--- src/design/ftr_pkg.sv ---
// Shared types and constants of the ID-tagged frame receiver.
// No dependencies; the front, queue, back and top files import this package.
`timescale 1ns / 1ps

package ftr_pkg;

    localparam int FRAME_BYTES_DEF = 32;
    // Enough bits for any frame position up to the largest frame size (64)
    localparam int POS_BITS = 6;

    localparam logic [7:0] DOLLAR     = 8'h24;
    localparam logic [7:0] NEWLINE    = 8'h0A;
    localparam logic [7:0] DIGIT_ZERO = 8'h30;
    localparam logic [7:0] DIGIT_NINE = 8'h39;

    typedef logic [POS_BITS-1:0] t_pos;

    typedef enum logic [1:0] {
        FS_ID,
        FS_DOLLAR,
        FS_BODY
    } t_front_state;

    typedef enum logic [1:0] {
        BS_IDLE,
        BS_READ,
        BS_SEND
    } t_back_state;

    // One completed frame waiting for readout
    typedef struct packed {
        logic       bank;
        logic [3:0] slot;
        logic       trunc;
        t_pos       last_pos;
    } t_frame_desc;

    // Payload write into the frame store
    typedef struct packed {
        logic       en;
        logic       bank;
        t_pos       pos;
        logic [7:0] data;
    } t_mem_wr;

    // Back end is done with a bank
    typedef struct packed {
        logic en;
        logic bank;
    } t_bank_release;

endpackage

--- src/design/ftr_if.sv ---
// Handshake channels of the frame receiver: received bytes in, frame bytes out.
// Depends on nothing.
`timescale 1ns / 1ps

interface ftr_rx_if;
    logic       valid;
    logic       ready;
    logic [7:0] rx_byte;

    modport source (output valid, output rx_byte, input ready);
    modport sink   (input valid, input rx_byte, output ready);
endinterface

interface ftr_frame_if;
    logic       valid;
    logic       ready;
    logic [3:0] slot;
    logic [7:0] frame_byte;
    logic [4:0] byte_index;
    logic       truncated;
    logic       last;

    modport source (output valid, output slot, output frame_byte, output byte_index,
                    output truncated, output last, input ready);
    modport sink   (input valid, input slot, input frame_byte, input byte_index,
                    input truncated, input last, output ready);
endinterface

--- src/design/ftr_front.sv ---
// Front end: parses received bytes, writes payload into a frame store bank
// and hands completed digit-ID frames to the queue. Uses ftr_pkg, ftr_if.
`timescale 1ns / 1ps

module ftr_front
    import ftr_pkg::*;
#(
    parameter int FRAME_BYTES = FRAME_BYTES_DEF
) (
    input  logic          i_clk,
    input  logic          i_rst_n,
    ftr_rx_if.sink        i_rx,
    input  logic          i_q_full,
    input  t_bank_release i_release,
    output logic          o_push,
    output t_frame_desc   o_push_desc,
    output t_mem_wr       o_wr
);

    localparam t_pos LAST_POS = POS_BITS'(FRAME_BYTES - 1);
    localparam t_pos FIRST_PAYLOAD = POS_BITS'(2);

    t_front_state r_state, n_state;
    logic [7:0]   r_sender_id, n_sender_id;
    t_pos         r_wpos, n_wpos;
    logic         r_ovf, n_ovf;
    logic         r_wbank, n_wbank;
    logic [1:0]   r_busy, n_busy;

    logic       accept;
    logic [7:0] b;
    logic       id_is_digit;

    assign i_rx.ready  = !r_busy[r_wbank] && !i_q_full;
    assign accept      = i_rx.valid && i_rx.ready;
    assign b           = i_rx.rx_byte;
    assign id_is_digit = (r_sender_id >= DIGIT_ZERO) && (r_sender_id <= DIGIT_NINE);

    always_comb begin
        n_state = r_state;
        if (accept) begin
            case (r_state)
                FS_ID:     n_state = FS_DOLLAR;
                FS_DOLLAR: n_state = (b == DOLLAR) ? FS_BODY : FS_ID;
                FS_BODY:   n_state = (b == NEWLINE) ? FS_ID : FS_BODY;
                default:   n_state = FS_ID;
            endcase
        end
    end

    always_comb begin
        n_sender_id = r_sender_id;
        n_wpos      = r_wpos;
        n_ovf       = r_ovf;
        n_wbank     = r_wbank;
        o_push      = 1'b0;
        o_wr.en     = 1'b0;
        o_wr.bank   = r_wbank;
        o_wr.pos    = r_wpos;
        o_wr.data   = b;
        if (accept) begin
            case (r_state)
                FS_ID: begin
                    n_sender_id = b;
                end
                FS_DOLLAR: begin
                    if (b == DOLLAR) begin
                        n_wpos = FIRST_PAYLOAD;
                        n_ovf  = 1'b0;
                    end
                end
                FS_BODY: begin
                    if (b == DOLLAR) begin
                        // restart the frame under the same ID
                        n_wpos = FIRST_PAYLOAD;
                        n_ovf  = 1'b0;
                    end else if (b != NEWLINE) begin
                        // last position stays reserved for the newline
                        if (r_wpos < LAST_POS) begin
                            o_wr.en = 1'b1;
                            n_wpos  = r_wpos + 1'b1;
                        end else begin
                            n_ovf = 1'b1;
                        end
                    end else if (id_is_digit) begin
                        o_push  = 1'b1;
                        n_wbank = ~r_wbank;
                    end
                end
                default: ;
            endcase
        end
    end

    assign o_push_desc.bank     = r_wbank;
    assign o_push_desc.slot     = 4'(r_sender_id - DIGIT_ZERO);
    assign o_push_desc.trunc    = r_ovf;
    assign o_push_desc.last_pos = r_wpos;

    always_comb begin
        n_busy = r_busy;
        if (i_release.en) begin
            n_busy[i_release.bank] = 1'b0;
        end
        if (o_push) begin
            n_busy[r_wbank] = 1'b1;
        end
    end

    always_ff @(posedge i_clk) begin
        if (!i_rst_n) begin
            r_state     <= FS_ID;
            r_sender_id <= '0;
            r_ovf       <= 1'b0;
            r_wbank     <= 1'b0;
            r_busy      <= '0;
        end else begin
            r_state     <= n_state;
            r_sender_id <= n_sender_id;
            r_ovf       <= n_ovf;
            r_wbank     <= n_wbank;
            r_busy      <= n_busy;
        end
    end

    always_ff @(posedge i_clk) begin
        r_wpos <= n_wpos;
    end

endmodule

--- src/design/ftr_queue.sv ---
// Two-entry queue of completed frame descriptors between front and back end.
// Uses ftr_pkg.
`timescale 1ns / 1ps

module ftr_queue
    import ftr_pkg::*;
(
    input  logic        i_clk,
    input  logic        i_rst_n,
    input  logic        i_push,
    input  t_frame_desc i_desc,
    input  logic        i_pop,
    output t_frame_desc o_desc,
    output logic        o_full,
    output logic        o_empty
);

    t_frame_desc r_entry [2];
    logic        r_wr_ptr, r_rd_ptr;
    logic [1:0]  r_count;
    logic        do_push, do_pop;

    assign o_full  = (r_count == 2'd2);
    assign o_empty = (r_count == 2'd0);
    assign do_push = i_push && !o_full;
    assign do_pop  = i_pop && !o_empty;
    assign o_desc  = r_entry[r_rd_ptr];

    always_ff @(posedge i_clk) begin
        if (do_push) begin
            r_entry[r_wr_ptr] <= i_desc;
        end
    end

    always_ff @(posedge i_clk) begin
        if (!i_rst_n) begin
            r_wr_ptr <= 1'b0;
            r_rd_ptr <= 1'b0;
            r_count  <= '0;
        end else begin
            if (do_push) begin
                r_wr_ptr <= ~r_wr_ptr;
            end
            if (do_pop) begin
                r_rd_ptr <= ~r_rd_ptr;
            end
            case ({do_push, do_pop})
                2'b10:   r_count <= r_count + 2'd1;
                2'b01:   r_count <= r_count - 2'd1;
                default: r_count <= r_count;
            endcase
        end
    end

endmodule

--- src/design/ftr_back.sv ---
// Back end: holds the two-bank frame store and reads one completed frame
// out byte by byte onto the output channel. Uses ftr_pkg, ftr_if.
`timescale 1ns / 1ps

module ftr_back
    import ftr_pkg::*;
#(
    parameter int FRAME_BYTES = FRAME_BYTES_DEF
) (
    input  logic          i_clk,
    input  logic          i_rst_n,
    input  t_mem_wr       i_wr,
    input  t_frame_desc   i_desc,
    input  logic          i_q_empty,
    output logic          o_pop,
    output t_bank_release o_release,
    ftr_frame_if.source   o_frame
);

    localparam int PW = $clog2(FRAME_BYTES);
    localparam int ADDR_BITS = PW + 1;

    logic [7:0]  r_store [2**ADDR_BITS];
    logic [7:0]  r_rd_data;

    t_back_state r_state, n_state;
    t_frame_desc r_desc;
    t_pos        r_idx;

    logic                 rd_en;
    logic [ADDR_BITS-1:0] rd_addr;
    logic                 is_last;
    logic                 sent;

    assign is_last = (r_idx == r_desc.last_pos);
    assign sent    = o_frame.valid && o_frame.ready;
    assign rd_addr = {r_desc.bank, r_idx[PW-1:0]};

    always_ff @(posedge i_clk) begin
        if (i_wr.en) begin
            r_store[{i_wr.bank, i_wr.pos[PW-1:0]}] <= i_wr.data;
        end
    end

    always_ff @(posedge i_clk) begin
        if (rd_en) begin
            r_rd_data <= r_store[rd_addr];
        end
    end

    always_comb begin
        n_state = r_state;
        case (r_state)
            BS_IDLE: if (!i_q_empty) n_state = BS_READ;
            BS_READ: n_state = BS_SEND;
            BS_SEND: begin
                if (o_frame.ready) begin
                    n_state = is_last ? BS_IDLE : BS_READ;
                end
            end
            default: n_state = BS_IDLE;
        endcase
    end

    always_comb begin
        o_pop          = (r_state == BS_IDLE) && !i_q_empty;
        rd_en          = (r_state == BS_READ);
        o_frame.valid  = (r_state == BS_SEND);
        o_release.en   = (r_state == BS_SEND) && o_frame.ready && is_last;
        o_release.bank = r_desc.bank;
    end

    // ID byte comes from the descriptor, '$' is a constant, the newline from the end mark
    always_comb begin
        if (r_idx == t_pos'(0)) begin
            o_frame.frame_byte = DIGIT_ZERO + {4'b0000, r_desc.slot};
        end else if (r_idx == t_pos'(1)) begin
            o_frame.frame_byte = DOLLAR;
        end else if (is_last) begin
            o_frame.frame_byte = NEWLINE;
        end else begin
            o_frame.frame_byte = r_rd_data;
        end
    end

    assign o_frame.slot       = r_desc.slot;
    assign o_frame.byte_index = 5'(r_idx);
    assign o_frame.truncated  = r_desc.trunc;
    assign o_frame.last       = is_last;

    always_ff @(posedge i_clk) begin
        if (!i_rst_n) begin
            r_state <= BS_IDLE;
        end else begin
            r_state <= n_state;
        end
    end

    always_ff @(posedge i_clk) begin
        if (o_pop) begin
            r_desc <= i_desc;
            r_idx  <= '0;
        end else if (sent && !is_last) begin
            r_idx <= r_idx + 1'b1;
        end
    end

endmodule

--- src/design/id_tagged_frame_receiver_unit.sv ---
// Receiver of ID-tagged serial frames: front parser, descriptor queue, readout.
// Uses ftr_pkg, ftr_if, ftr_front, ftr_queue, ftr_back.
//
// i_rx carries one received byte per transfer. A byte is the sender ID, then
// '$' opens the frame, payload follows, 0x0A closes it. Frames whose ID is a
// digit leave on o_frame one byte per transfer: ID, '$', payload, newline,
// each tagged with slot, byte_index, truncated and last.
// Throughput: i_rx takes one byte per cycle while i_rx.ready is high. o_frame
// cannot give bytes back to back: a frame store read precedes each output byte.
// Readout start: after the newline transfer the first byte of a frame waits for
// the queue push, then the queue pop and the store read if the readout side is free.
// The frame store has two banks: a new frame fills one bank while the
// other is read out. If both banks hold frames that are not yet fully
// read, i_rx.ready drops until the readout of one of them ends, so a
// stalled o_frame holds back the input once two frames are waiting.
// Reset (i_rst_n low, synchronous) returns the parser to expecting an ID
// and empties the queue; nothing needs to be cleared in the store.
`timescale 1ns / 1ps

module id_tagged_frame_receiver_unit
    import ftr_pkg::*;
#(
    parameter int FRAME_BYTES = FRAME_BYTES_DEF
) (
    input  logic        i_clk,
    input  logic        i_rst_n,
    ftr_rx_if.sink      i_rx,
    ftr_frame_if.source o_frame
);

    logic          push, pop, q_full, q_empty;
    t_frame_desc   push_desc, pop_desc;
    t_mem_wr       wr;
    t_bank_release release_bank;

    ftr_front #(
        .FRAME_BYTES (FRAME_BYTES)
    ) u_front (
        .i_clk       (i_clk),
        .i_rst_n     (i_rst_n),
        .i_rx        (i_rx),
        .i_q_full    (q_full),
        .i_release   (release_bank),
        .o_push      (push),
        .o_push_desc (push_desc),
        .o_wr        (wr)
    );

    ftr_queue u_queue (
        .i_clk   (i_clk),
        .i_rst_n (i_rst_n),
        .i_push  (push),
        .i_desc  (push_desc),
        .i_pop   (pop),
        .o_desc  (pop_desc),
        .o_full  (q_full),
        .o_empty (q_empty)
    );

    ftr_back #(
        .FRAME_BYTES (FRAME_BYTES)
    ) u_back (
        .i_clk     (i_clk),
        .i_rst_n   (i_rst_n),
        .i_wr      (wr),
        .i_desc    (pop_desc),
        .i_q_empty (q_empty),
        .o_pop     (pop),
        .o_release (release_bank),
        .o_frame   (o_frame)
    );

endmodule
--- src/flat_wrapper.sv ---
// flat-port wrapper written by rule: the top's interface ports become plain ports
module id_tagged_frame_receiver_unit_flat import ftr_pkg::*;
#(
    parameter int FRAME_BYTES = FRAME_BYTES_DEF
)
  (i_clk, i_rst_n, i_rx_valid, i_rx_rx_byte, i_rx_ready, o_frame_valid, o_frame_slot, o_frame_frame_byte, o_frame_byte_index, o_frame_truncated, o_frame_last, o_frame_ready);
  ftr_rx_if i_rx_i ();
  ftr_frame_if o_frame_i ();
  input  logic i_clk;
  input  logic i_rst_n;
  input wire logic [$bits(i_rx_i.valid)-1:0] i_rx_valid;
  input wire logic [$bits(i_rx_i.rx_byte)-1:0] i_rx_rx_byte;
  output wire logic [$bits(i_rx_i.ready)-1:0] i_rx_ready;
  output wire logic [$bits(o_frame_i.valid)-1:0] o_frame_valid;
  output wire logic [$bits(o_frame_i.slot)-1:0] o_frame_slot;
  output wire logic [$bits(o_frame_i.frame_byte)-1:0] o_frame_frame_byte;
  output wire logic [$bits(o_frame_i.byte_index)-1:0] o_frame_byte_index;
  output wire logic [$bits(o_frame_i.truncated)-1:0] o_frame_truncated;
  output wire logic [$bits(o_frame_i.last)-1:0] o_frame_last;
  input wire logic [$bits(o_frame_i.ready)-1:0] o_frame_ready;
  assign i_rx_i.valid = i_rx_valid;
  assign i_rx_i.rx_byte = i_rx_rx_byte;
  assign i_rx_ready = i_rx_i.ready;
  assign o_frame_valid = o_frame_i.valid;
  assign o_frame_slot = o_frame_i.slot;
  assign o_frame_frame_byte = o_frame_i.frame_byte;
  assign o_frame_byte_index = o_frame_i.byte_index;
  assign o_frame_truncated = o_frame_i.truncated;
  assign o_frame_last = o_frame_i.last;
  assign o_frame_i.ready = o_frame_ready;
  id_tagged_frame_receiver_unit #(.FRAME_BYTES(FRAME_BYTES)) u_core (.i_clk(i_clk), .i_rst_n(i_rst_n), .i_rx(i_rx_i), .o_frame(o_frame_i));
endmodule
--- config.mk ---
export PLATFORM = sky130hd
export DESIGN_NAME = id_tagged_frame_receiver_unit_flat
export DESIGN_NICKNAME = d
export VERILOG_FILES = /design/src/design/ftr_pkg.sv /design/src/design/ftr_if.sv /design/src/design/ftr_front.sv /design/src/design/ftr_queue.sv /design/src/design/ftr_back.sv /design/src/design/id_tagged_frame_receiver_unit.sv /design/src/flat_wrapper.sv
export SDC_FILE = /design/constraint.sdc
export NUM_CORES = 1
export LEC_CHECK = 0
export BUFFER_PORTS_ARGS = -buffer_cell sky130_fd_sc_hd__buf_2
export CAP_MARGIN = 40
export CORE_ASPECT_RATIO = 1.75
export CORE_MARGIN = 2
export CORE_UTILIZATION = 65
export CTS_CLUSTER_DIAMETER = 150
export CTS_CLUSTER_SIZE = 30
export DETAILED_ROUTE_END_ITERATION = 10
export GPL_TIMING_DRIVEN = 0
export PLACE_DENSITY = 0.93
export SLEW_MARGIN = 0
export SYNTH_ARGS = -nofsm -noshare
export SYNTH_HDL_FRONTEND = slang
export SYNTH_SLANG_ARGS = --single-unit
export TNS_END_PERCENT = 1
--- constraint.sdc ---
create_clock -name i_clk -period 4.6 [get_ports i_clk]
set_input_delay 0.92 -clock i_clk [delete_from_list [all_inputs] [get_ports i_clk]]
set_output_delay 0.92 -clock i_clk [all_outputs]
set_load 0.01 [all_outputs]
# Yosys cells after proc, flatten, opt, wreduce, memory -nomap -nowiden
# Memory sizes are Yosys's and may differ from the RTL's. A register that Yosys moved wholly into a read port is not among the register bits.
# Index checks and enable logic that the tools add are counted.
# W data, S select, Z words.
[totals]
inputBits = 12
ram_bits = 536
latch_bits = 0
memories = 2
elab_cells = 121
rom_bits = 0
register_bits = 32
[mem_list]
columns = ["memory", "depth", "width", "read_ports", "rd_clocked_by_memory_dff", "wr", "line_no", "rtl"]
rows = [
  ["u_core.u_back.r_store", 64, 8, 1, 1, 1, "ftr_back.sv:23", "logic [7:0] r_store [2**ADDR_BITS];"],
  ["u_core.u_queue.r_entry", 2, 12, 1, 1, 1, "ftr_queue.sv:18", "t_frame_desc r_entry [2];"],
]
[classes]
mux = 43
n_div = 0
order_cmp = 7
reduce_logical = 26
add_sub_neg = 6
shifts = 0
bitwise_logic = 8
n_eq_ne = 18
n_mul = 0
[op_table]
columns = ["operator", "count"]
rows = [
  ["$mux W6", 4],
  ["$mux W8", 3],
  ["$mux W1", 23],
  ["$reduce_and A5 Y1", 3],
  ["$add A6 B1 Y6 const B", 2],
  ["$mux W2", 6],
  ["$pmux W2 S3", 2],
  ["$pmux W6 S2", 1],
  ["$logic_and A1 B1 Y1", 11],
  ["$ne A3 B3 Y1 const B", 3],
  ["$eq A2 B2 Y1 const B", 4],
  ["$eq A8 B4 Y1 const B", 1],
  ["$eq A8 B6 Y1 const B", 1],
  ["$ge A8 B6 Y1 const B", 1],
  ["$le A8 B6 Y1 const B", 1],
  ["$ne A8 B4 Y1 const B", 1],
  ["$add A6 B4 Y7 const A", 1],
  ["$eq A2 B1 Y1 const B", 3],
  ["$eq A6 B1 Y1 const B", 1],
  ["$eq A6 B6 Y1", 1],
  ["$logic_not A2 Y1", 3],
  ["$logic_not A6 Y1", 1],
  ["$lt A6 B5 Y1 const B", 1],
  ["$not A1 Y1", 5],
  ["16 further kinds", 25],
]

# Longest topological paths before layout
[depth]
depth_word = 10
depth_mapped = 9
depth_no_buf = 8

# Hierarchy
# Synthesis repeated with hierarchy kept, for this count alone.
[hier_totals]
hier_cells = 1221
hier_area_um2 = 23520.1
[by_module_without_submodules]
columns = ["module", "area_per_inst_um2", "instances", "cells_each", "seq_area_each_um2"]
rows = [
  ["ftr_back", 21244.1, 1, 1037, 16135.5],
  ["ftr_front", 1178.6, 1, 121, 460.4],
  ["ftr_queue", 1097.3, 1, 63, 820.8],
]

# Least setup slack after synthesis
# OpenSTA, ideal clock, no wires.
[synth_path]
path_kind = "input port to flip-flop"
from = "input i_rx_rx_byte[7]"
to = "memory u_core.u_queue.r_entry[0][0] in the netlist's numbering, enable pin"
setup_slack_ns = 1.493
arrival_ns = 2.726
setup_ns = 0.380
path_stages = 6
path_cell_list = "or4_1 > clkbuf_1 > or2_1 > nor3_4 > inv_1 > nor2_1"
[synth_via]
elab_chain_cells = 8
[synth_rtl]
columns = ["item", "line_no", "rtl"]
rows = [
  ["start: declaration", "flat_wrapper.sv:12", "input wire logic [$bits(i_rx_i.rx_byte)-1:0] i_rx_rx_byte;"],
  ["$ne A8 B4 Y1", "ftr_front.sv:77", "end else if (b != NEWLINE) begin"],
  ["$mux W1", "ftr_front.sv:77", ""],
  ["$mux W1 (*)", "ftr_front.sv:73", "if (b == DOLLAR) begin"],
  ["$mux W1 (*)", "ftr_front.sv:62", "case (r_state)"],
  ["$mux W1 (*)", "ftr_front.sv:61", "if (accept) begin"],
  ["$logic_and A1 B1 Y1 (*)", "ftr_queue.sv:25", "assign do_push = i_push && !o_full;"],
  ["$mux W1 (*)", "ftr_queue.sv:30", "if (do_push) begin"],
  ["$mux W1 (not written as such) (*)", "ftr_queue.sv:31", "r_entry[r_wr_ptr] <= i_desc;"],
  ["end: declaration", "ftr_queue.sv:18", ""],
]
# Mark *: on every way between the ends. The rest lies on a longest branch, timed or not.

# Worst setup path after layout
[layout_path]
from = "register u_core.u_back.r_idx[1]"
to = "output o_frame_frame_byte[3]"
[layout_via]
elab_chain_cells = 4
[layout_rtl]
columns = ["item", "line_no", "rtl"]
rows = [
  ["start: declaration", "ftr_back.sv:28", "t_pos r_idx;"],
  ["start signal: assignment", "ftr_back.sv:104", "r_idx <= r_idx + 1'b1;"],
  ["$eq A6 B6 Y1", "ftr_back.sv:35", "assign is_last = (r_idx == r_desc.last_pos);"],
  ["$mux W8", "ftr_back.sv:79", "end else if (is_last) begin"],
  ["$mux W8", "ftr_back.sv:77", "end else if (r_idx == t_pos'(1)) begin"],
  ["$mux W8 (*)", "ftr_back.sv:75", "if (r_idx == t_pos'(0)) begin"],
  ["end: declaration", "flat_wrapper.sv:16", "output wire logic [$bits(o_frame_i.frame_byte)-1:0] o_frame_frame_byte;"],
]
# Marks and branches as above.

==> impl_table.tex <==
\begin{tabular}{lr}
\hline
Metric & Value \\
\hline
\multicolumn{2}{l}{\textbf{STA}} \\
\quad Relative max-transition margin & 0.324 \\
\quad Final setup slack of the worst path & 0.150 ns \\
\quad Post-route minimum period & 4.45 ns \\
\quad Fin crit share & 0.967 \\
\quad Worst hold slack & 0.482 ns \\
\quad Number of max-slew violations in the final report & 0 \\
\quad Number of hold-slack violations in the final timing report & 0 \\
\quad Worst clock skew & 0.0458 ns \\
\quad Fin Setup TNS & 0 ns \\
\quad Achievable frequency & 225 MHz \\
\quad Final setup fails & 0 \\
\quad Worst slew pin tran & 1.01 ns \\
\quad Unrepaired setup endpoints after global routing & false \\
\multicolumn{2}{l}{\textbf{Synthesis}} \\
\quad Nets in the synthesized netlist & 1213 \\
\quad Ys async rst share & 0 \\
\quad Number of distinct library cells after synthesis & 66 \\
\quad Synth Flop Type & sky130\_fd\_sc\_hd\_\_edfxtp\_1 \\
\quad Number of flops mapped to enable cells by yosys & 562 \\
\quad Ranking of synthesized cells by instance count & sky130\_fd\_sc\_hd\_\_edfxtp\_1, sky130\_fd\_sc\_hd\_\_mux4\_2, sky130\_fd\_sc\_hd\_\_nor2\_1, sky130\_fd\_sc\_hd\_\_nand2\_1, sky130\_fd\_sc\_hd\_\_mux2i\_1 \\
\quad Share of synthesized area occupied by flip-flops and latches & 0.744 \\
\quad Flop and latch count out of synthesis & 588 \\
\quad Cell area after synthesis & 0.0234 mm² \\
\quad Cell type contributing the most total cell area after synthesis & sky130\_fd\_sc\_hd\_\_edfxtp\_1 \\
\quad Top-count cell post-synth & sky130\_fd\_sc\_hd\_\_edfxtp\_1 \\
\quad Synth Instances & 1196 \\
\quad Area share of the largest cell type after synthesis & 0.722 \\
\quad Dominant cells by area after synthesis & sky130\_fd\_sc\_hd\_\_edfxtp\_1, sky130\_fd\_sc\_hd\_\_mux4\_2, sky130\_fd\_sc\_hd\_\_mux4\_1, sky130\_fd\_sc\_hd\_\_dfxtp\_1, sky130\_fd\_sc\_hd\_\_mux2i\_1 \\
\quad Yosys warns & 0 \\
\quad Mean post-synth cell area & 19.6 µm² \\
\multicolumn{2}{l}{\textbf{Placed design}} \\
\quad Dpl ws & 0.199 ns \\
\quad Placer's final routability congestion estimate & 0.979 \\
\quad Cell Count Post-Placement & 1713 \\
\quad Estimated wirelength of the detail-placed design & 40800 µm \\
\quad I/O Buffers & 31 \\
\multicolumn{2}{l}{\textbf{Critical path}} \\
\quad Endpoint arrival time on the critical path & 3.53 ns \\
\quad R2r setup slk & 0.93 ns \\
\quad Capture point of the critical path & o\_frame\_frame\_byte[3] \\
\quad Endpoint required time on the critical path & 3.68 ns \\
\quad Reg2Reg Depth & 5 \\
\quad Largest driver fanout on the critical path & 10 \\
\quad End of the worst register-to-register path & u\_core.u\_back.r\_store[56][2] \\
\quad CP startpoint & u\_core.u\_back.r\_idx[1] \\
\quad Start-to-end type of the worst setup path & register to primary output \\
\quad Startpoint of the lowest-slack register-to-register path & u\_core.u\_front.r\_wpos[4] \\
\quad Kind of start point of the critical path & register \\
\quad Category of the worst setup path capture point & primary output \\
\multicolumn{2}{l}{\textbf{Outcome}} \\
\quad Outcome & finished, final reports clean \\
\multicolumn{2}{l}{\textbf{Clock tree}} \\
\quad Clock latency reported for the late side of the worst-skew pair & 0.60 ns \\
\quad Depth of the CTS H-tree & 1 \\
\quad Clock buffer depth & 3 \\
\quad \# clock sinks & 588 \\
\quad Setup repair bufs after CTS & 0 \\
\quad TritonCTS clock tree & built \\
\quad Number of clock buffers inserted by TritonCTS & 23 \\
\quad CTS root buffer & sky130\_fd\_sc\_hd\_\_clkbuf\_16 \\
\quad Clock input transition at the sequential cells of the worst setup and hold paths & 0.11 ns \\
\multicolumn{2}{l}{\textbf{Power and ir drop}} \\
\quad P per Cell Area & 338 mW/mm² \\
\quad Net switching power of the design & 1620 µW \\
\quad Relative contribution of sequential cells to total power & 0.691 \\
\quad Clock power frac & 0.294 \\
\quad Maximum ir drop on the vdd rail & 0.417 mV \\
\quad Internal power of the cells & 6840 µW \\
\quad Static leakage & 0.00767 µW \\
\quad Switch share & 0.192 \\
\quad Part of the power in combinational logic & 0.015 \\
\multicolumn{2}{l}{\textbf{Global routing}} \\
\quad Initial antenna violation count & 0 \\
\quad Pin count of the biggest net entering global routing & 57 \\
\quad Global route total overflow & 0 \\
\quad Via count of the first global-routing pass & 12800 \\
\quad Global-route usage over all layers & 0.331 \\
\quad First-pass GRT wire length & 87000 µm \\
\multicolumn{2}{l}{\textbf{Die}} \\
\quad Placeable core region & 0.0354 mm² \\
\quad Horiz. Die Dim & 147 µm \\
\quad I/O pin total & 33 \\
\quad Count of standard-cell rows & 91 \\
\quad Die outline area & 0.0376 mm² \\
\quad Starting density of the core & 0.661 \\
\quad Chip height & 255 µm \\
\multicolumn{2}{l}{\textbf{Final layout}} \\
\quad Layout Cells excl Fill & 1755 \\
\quad Antenna Cells & 0 \\
\quad Share of post-route cells with drive strength above 1 & 0.192 \\
\quad Synthesis-to-layout area growth & 7.22\% \\
\quad Final layout net count & 1291 \\
\multicolumn{2}{l}{\textbf{Route}} \\
\quad DRC violations left & 0 \\
\quad Initial DRC Count & 1859 \\
\quad Vias per Instance & 7.30 \\
\quad Final Routed Wirelength & 60800 µm \\
\quad Mean routed wirelength per cell & 34.6 µm \\
\quad DR vias & 12800 \\
\quad Antenna Violating Nets Remaining & 0 \\
\quad 1st-pass router iterations & 6 \\
\multicolumn{2}{l}{\textbf{Worst hold path}} \\
\quad Path type of the worst min-delay path & register to register \\
\multicolumn{2}{l}{\textbf{Flow run}} \\
\quad Maximum Capacitance Violations & 0 \\
\hline
\end{tabular}
==> cell type report <==
class                           count  area, µm²
Fill cell                        1897      10300
Sequential cell                   588      17400
Clock inverter                      1       16.3
Inverter                            8       30.0
Tap cell                          465        582
Multi-Input combinational cell    528       5440
Buffer                             72        533
Timing Repair Buffer               53        445
Clock buffer                       40        639
==> flip-flops by register name, indices dropped and copies added, names as in the netlist, 4 cells and up <==
signal	count
u_core.u_back.o_frame.slot	4
u_core.u_back.r_desc	6
u_core.u_back.r_idx	6
u_core.u_back.r_rd_data	8
u_core.u_back.r_store	512
u_core.u_front.r_sender_id	8
u_core.u_front.r_wpos	6
u_core.u_queue.r_entry	24
==> power groups by stage <==
stage / Sequential (µW) / Combinational, µW / Clock [µW]
finish: 5850 / 125 / 2490
global placement: 5980 / 95.1 / 0
global route: 5850 / 131 / 2610
detailed placement: 5970 / 121 / 0
floorplan: 5970 / 18.3 / 0
CTS: 5850 / 122 / 2460
==> critical path, cell delays in order, from the launching register on <==
cell,delay (ns)
sky130_fd_sc_hd__dfxtp_1,0.45
sky130_fd_sc_hd__buf_4,0.24
sky130_fd_sc_hd__buf_4,0.23
sky130_fd_sc_hd__buf_2,0.48
sky130_fd_sc_hd__inv_1,0.30
sky130_fd_sc_hd__ha_1,0.29
sky130_fd_sc_hd__o21ai_1,0.44
sky130_fd_sc_hd__o21ai_0,0.19
sky130_fd_sc_hd__nand2_1,0.17
sky130_fd_sc_hd__buf_2,0.15
==> cells in the final DEF (no fill, tap or decap), types with 4 or more instances in the layout <==
cell type and n:
sky130_fd_sc_hd__edfxtp_1 562, sky130_fd_sc_hd__mux4_2 91, sky130_fd_sc_hd__nor2_1 83, sky130_fd_sc_hd__buf_2 48, sky130_fd_sc_hd__nand2_1 35, sky130_fd_sc_hd__clkbuf_1 34
sky130_fd_sc_hd__mux2i_1 34, sky130_fd_sc_hd__dfxtp_1 26, sky130_fd_sc_hd__mux4_1 23, sky130_fd_sc_hd__clkbuf_16 23, sky130_fd_sc_hd__buf_4 22, sky130_fd_sc_hd__nor2b_1 21
sky130_fd_sc_hd__a22oi_1 21, sky130_fd_sc_hd__mux2_2 21, sky130_fd_sc_hd__nand3_1 15, sky130_fd_sc_hd__a21oi_1 15, sky130_fd_sc_hd__o22ai_1 15, sky130_fd_sc_hd__buf_6 12
sky130_fd_sc_hd__xor2_1 12, sky130_fd_sc_hd__buf_12 11, sky130_fd_sc_hd__and2_1 9, sky130_fd_sc_hd__a221oi_1 8, sky130_fd_sc_hd__nor3_1 8, sky130_fd_sc_hd__o21ai_0 8
sky130_fd_sc_hd__inv_1 7, sky130_fd_sc_hd__clkbuf_8 7, sky130_fd_sc_hd__o221ai_1 7, sky130_fd_sc_hd__a211oi_1 7, sky130_fd_sc_hd__xnor2_1 7, sky130_fd_sc_hd__a22o_1 6
sky130_fd_sc_hd__nand3b_1 6, sky130_fd_sc_hd__or3_1 6, sky130_fd_sc_hd__nand2b_1 5, sky130_fd_sc_hd__buf_1 5, sky130_fd_sc_hd__a31oi_1 5, sky130_fd_sc_hd__or4_1 5
sky130_fd_sc_hd__ha_1 5, sky130_fd_sc_hd__a41oi_1 4
==> layer usage <==
metal  track usage  vias up  share of wire
met4         0.232        0          0.085
li1              -     5014              -
met2         0.558     1123           0.51
met5             0        -              0
met1         0.379     6366           0.30
met3        0.0706      306           0.11
==> what timing repair did <==
item	in CTS	in global routing
gates resized for setup	0	1
endpoints found under the setup margin	0	5
hold buffers	0	0
==> per-stage QoR <==
step	cell area, µm²	power, µW	util
after CTS	25100	8440	0.708
after global placement	24100	6070	0.681
after floorplan	23400	5990	-
after detailed placement	24400	6090	0.689
final	25100	8470	0.708
after global routing	25100	8590	0.708
==> how the worst min path moves through the flow <==
stage                                   from                            to  cells past startpoint
6_report       u_core.u_front.r_sender_id[0]  u_core.u_queue.r_entry[0][7]                      0
5_1_grt        u_core.u_front.r_sender_id[0]  u_core.u_queue.r_entry[1][7]                      0
4_1_cts        u_core.u_front.r_sender_id[0]  u_core.u_queue.r_entry[1][7]                      0
3_5_place_dp   u_core.u_front.r_sender_id[0]  u_core.u_queue.r_entry[1][7]                      0
3_3_place_gp   u_core.u_front.r_sender_id[0]  u_core.u_queue.r_entry[0][7]                      0
2_1_floorplan  u_core.u_front.r_sender_id[0]  u_core.u_queue.r_entry[0][7]                      0
==> cells by family after synthesis <==
family,synth area share
xor+xnor,0.00711
fa+ha+maj,0.00267
buf+inv,0.0241
compound gates,0.0374
mux,0.138
flops,0.744
simple gates,0.0468
Note: power is estimated with default switching activity, not from simulation.
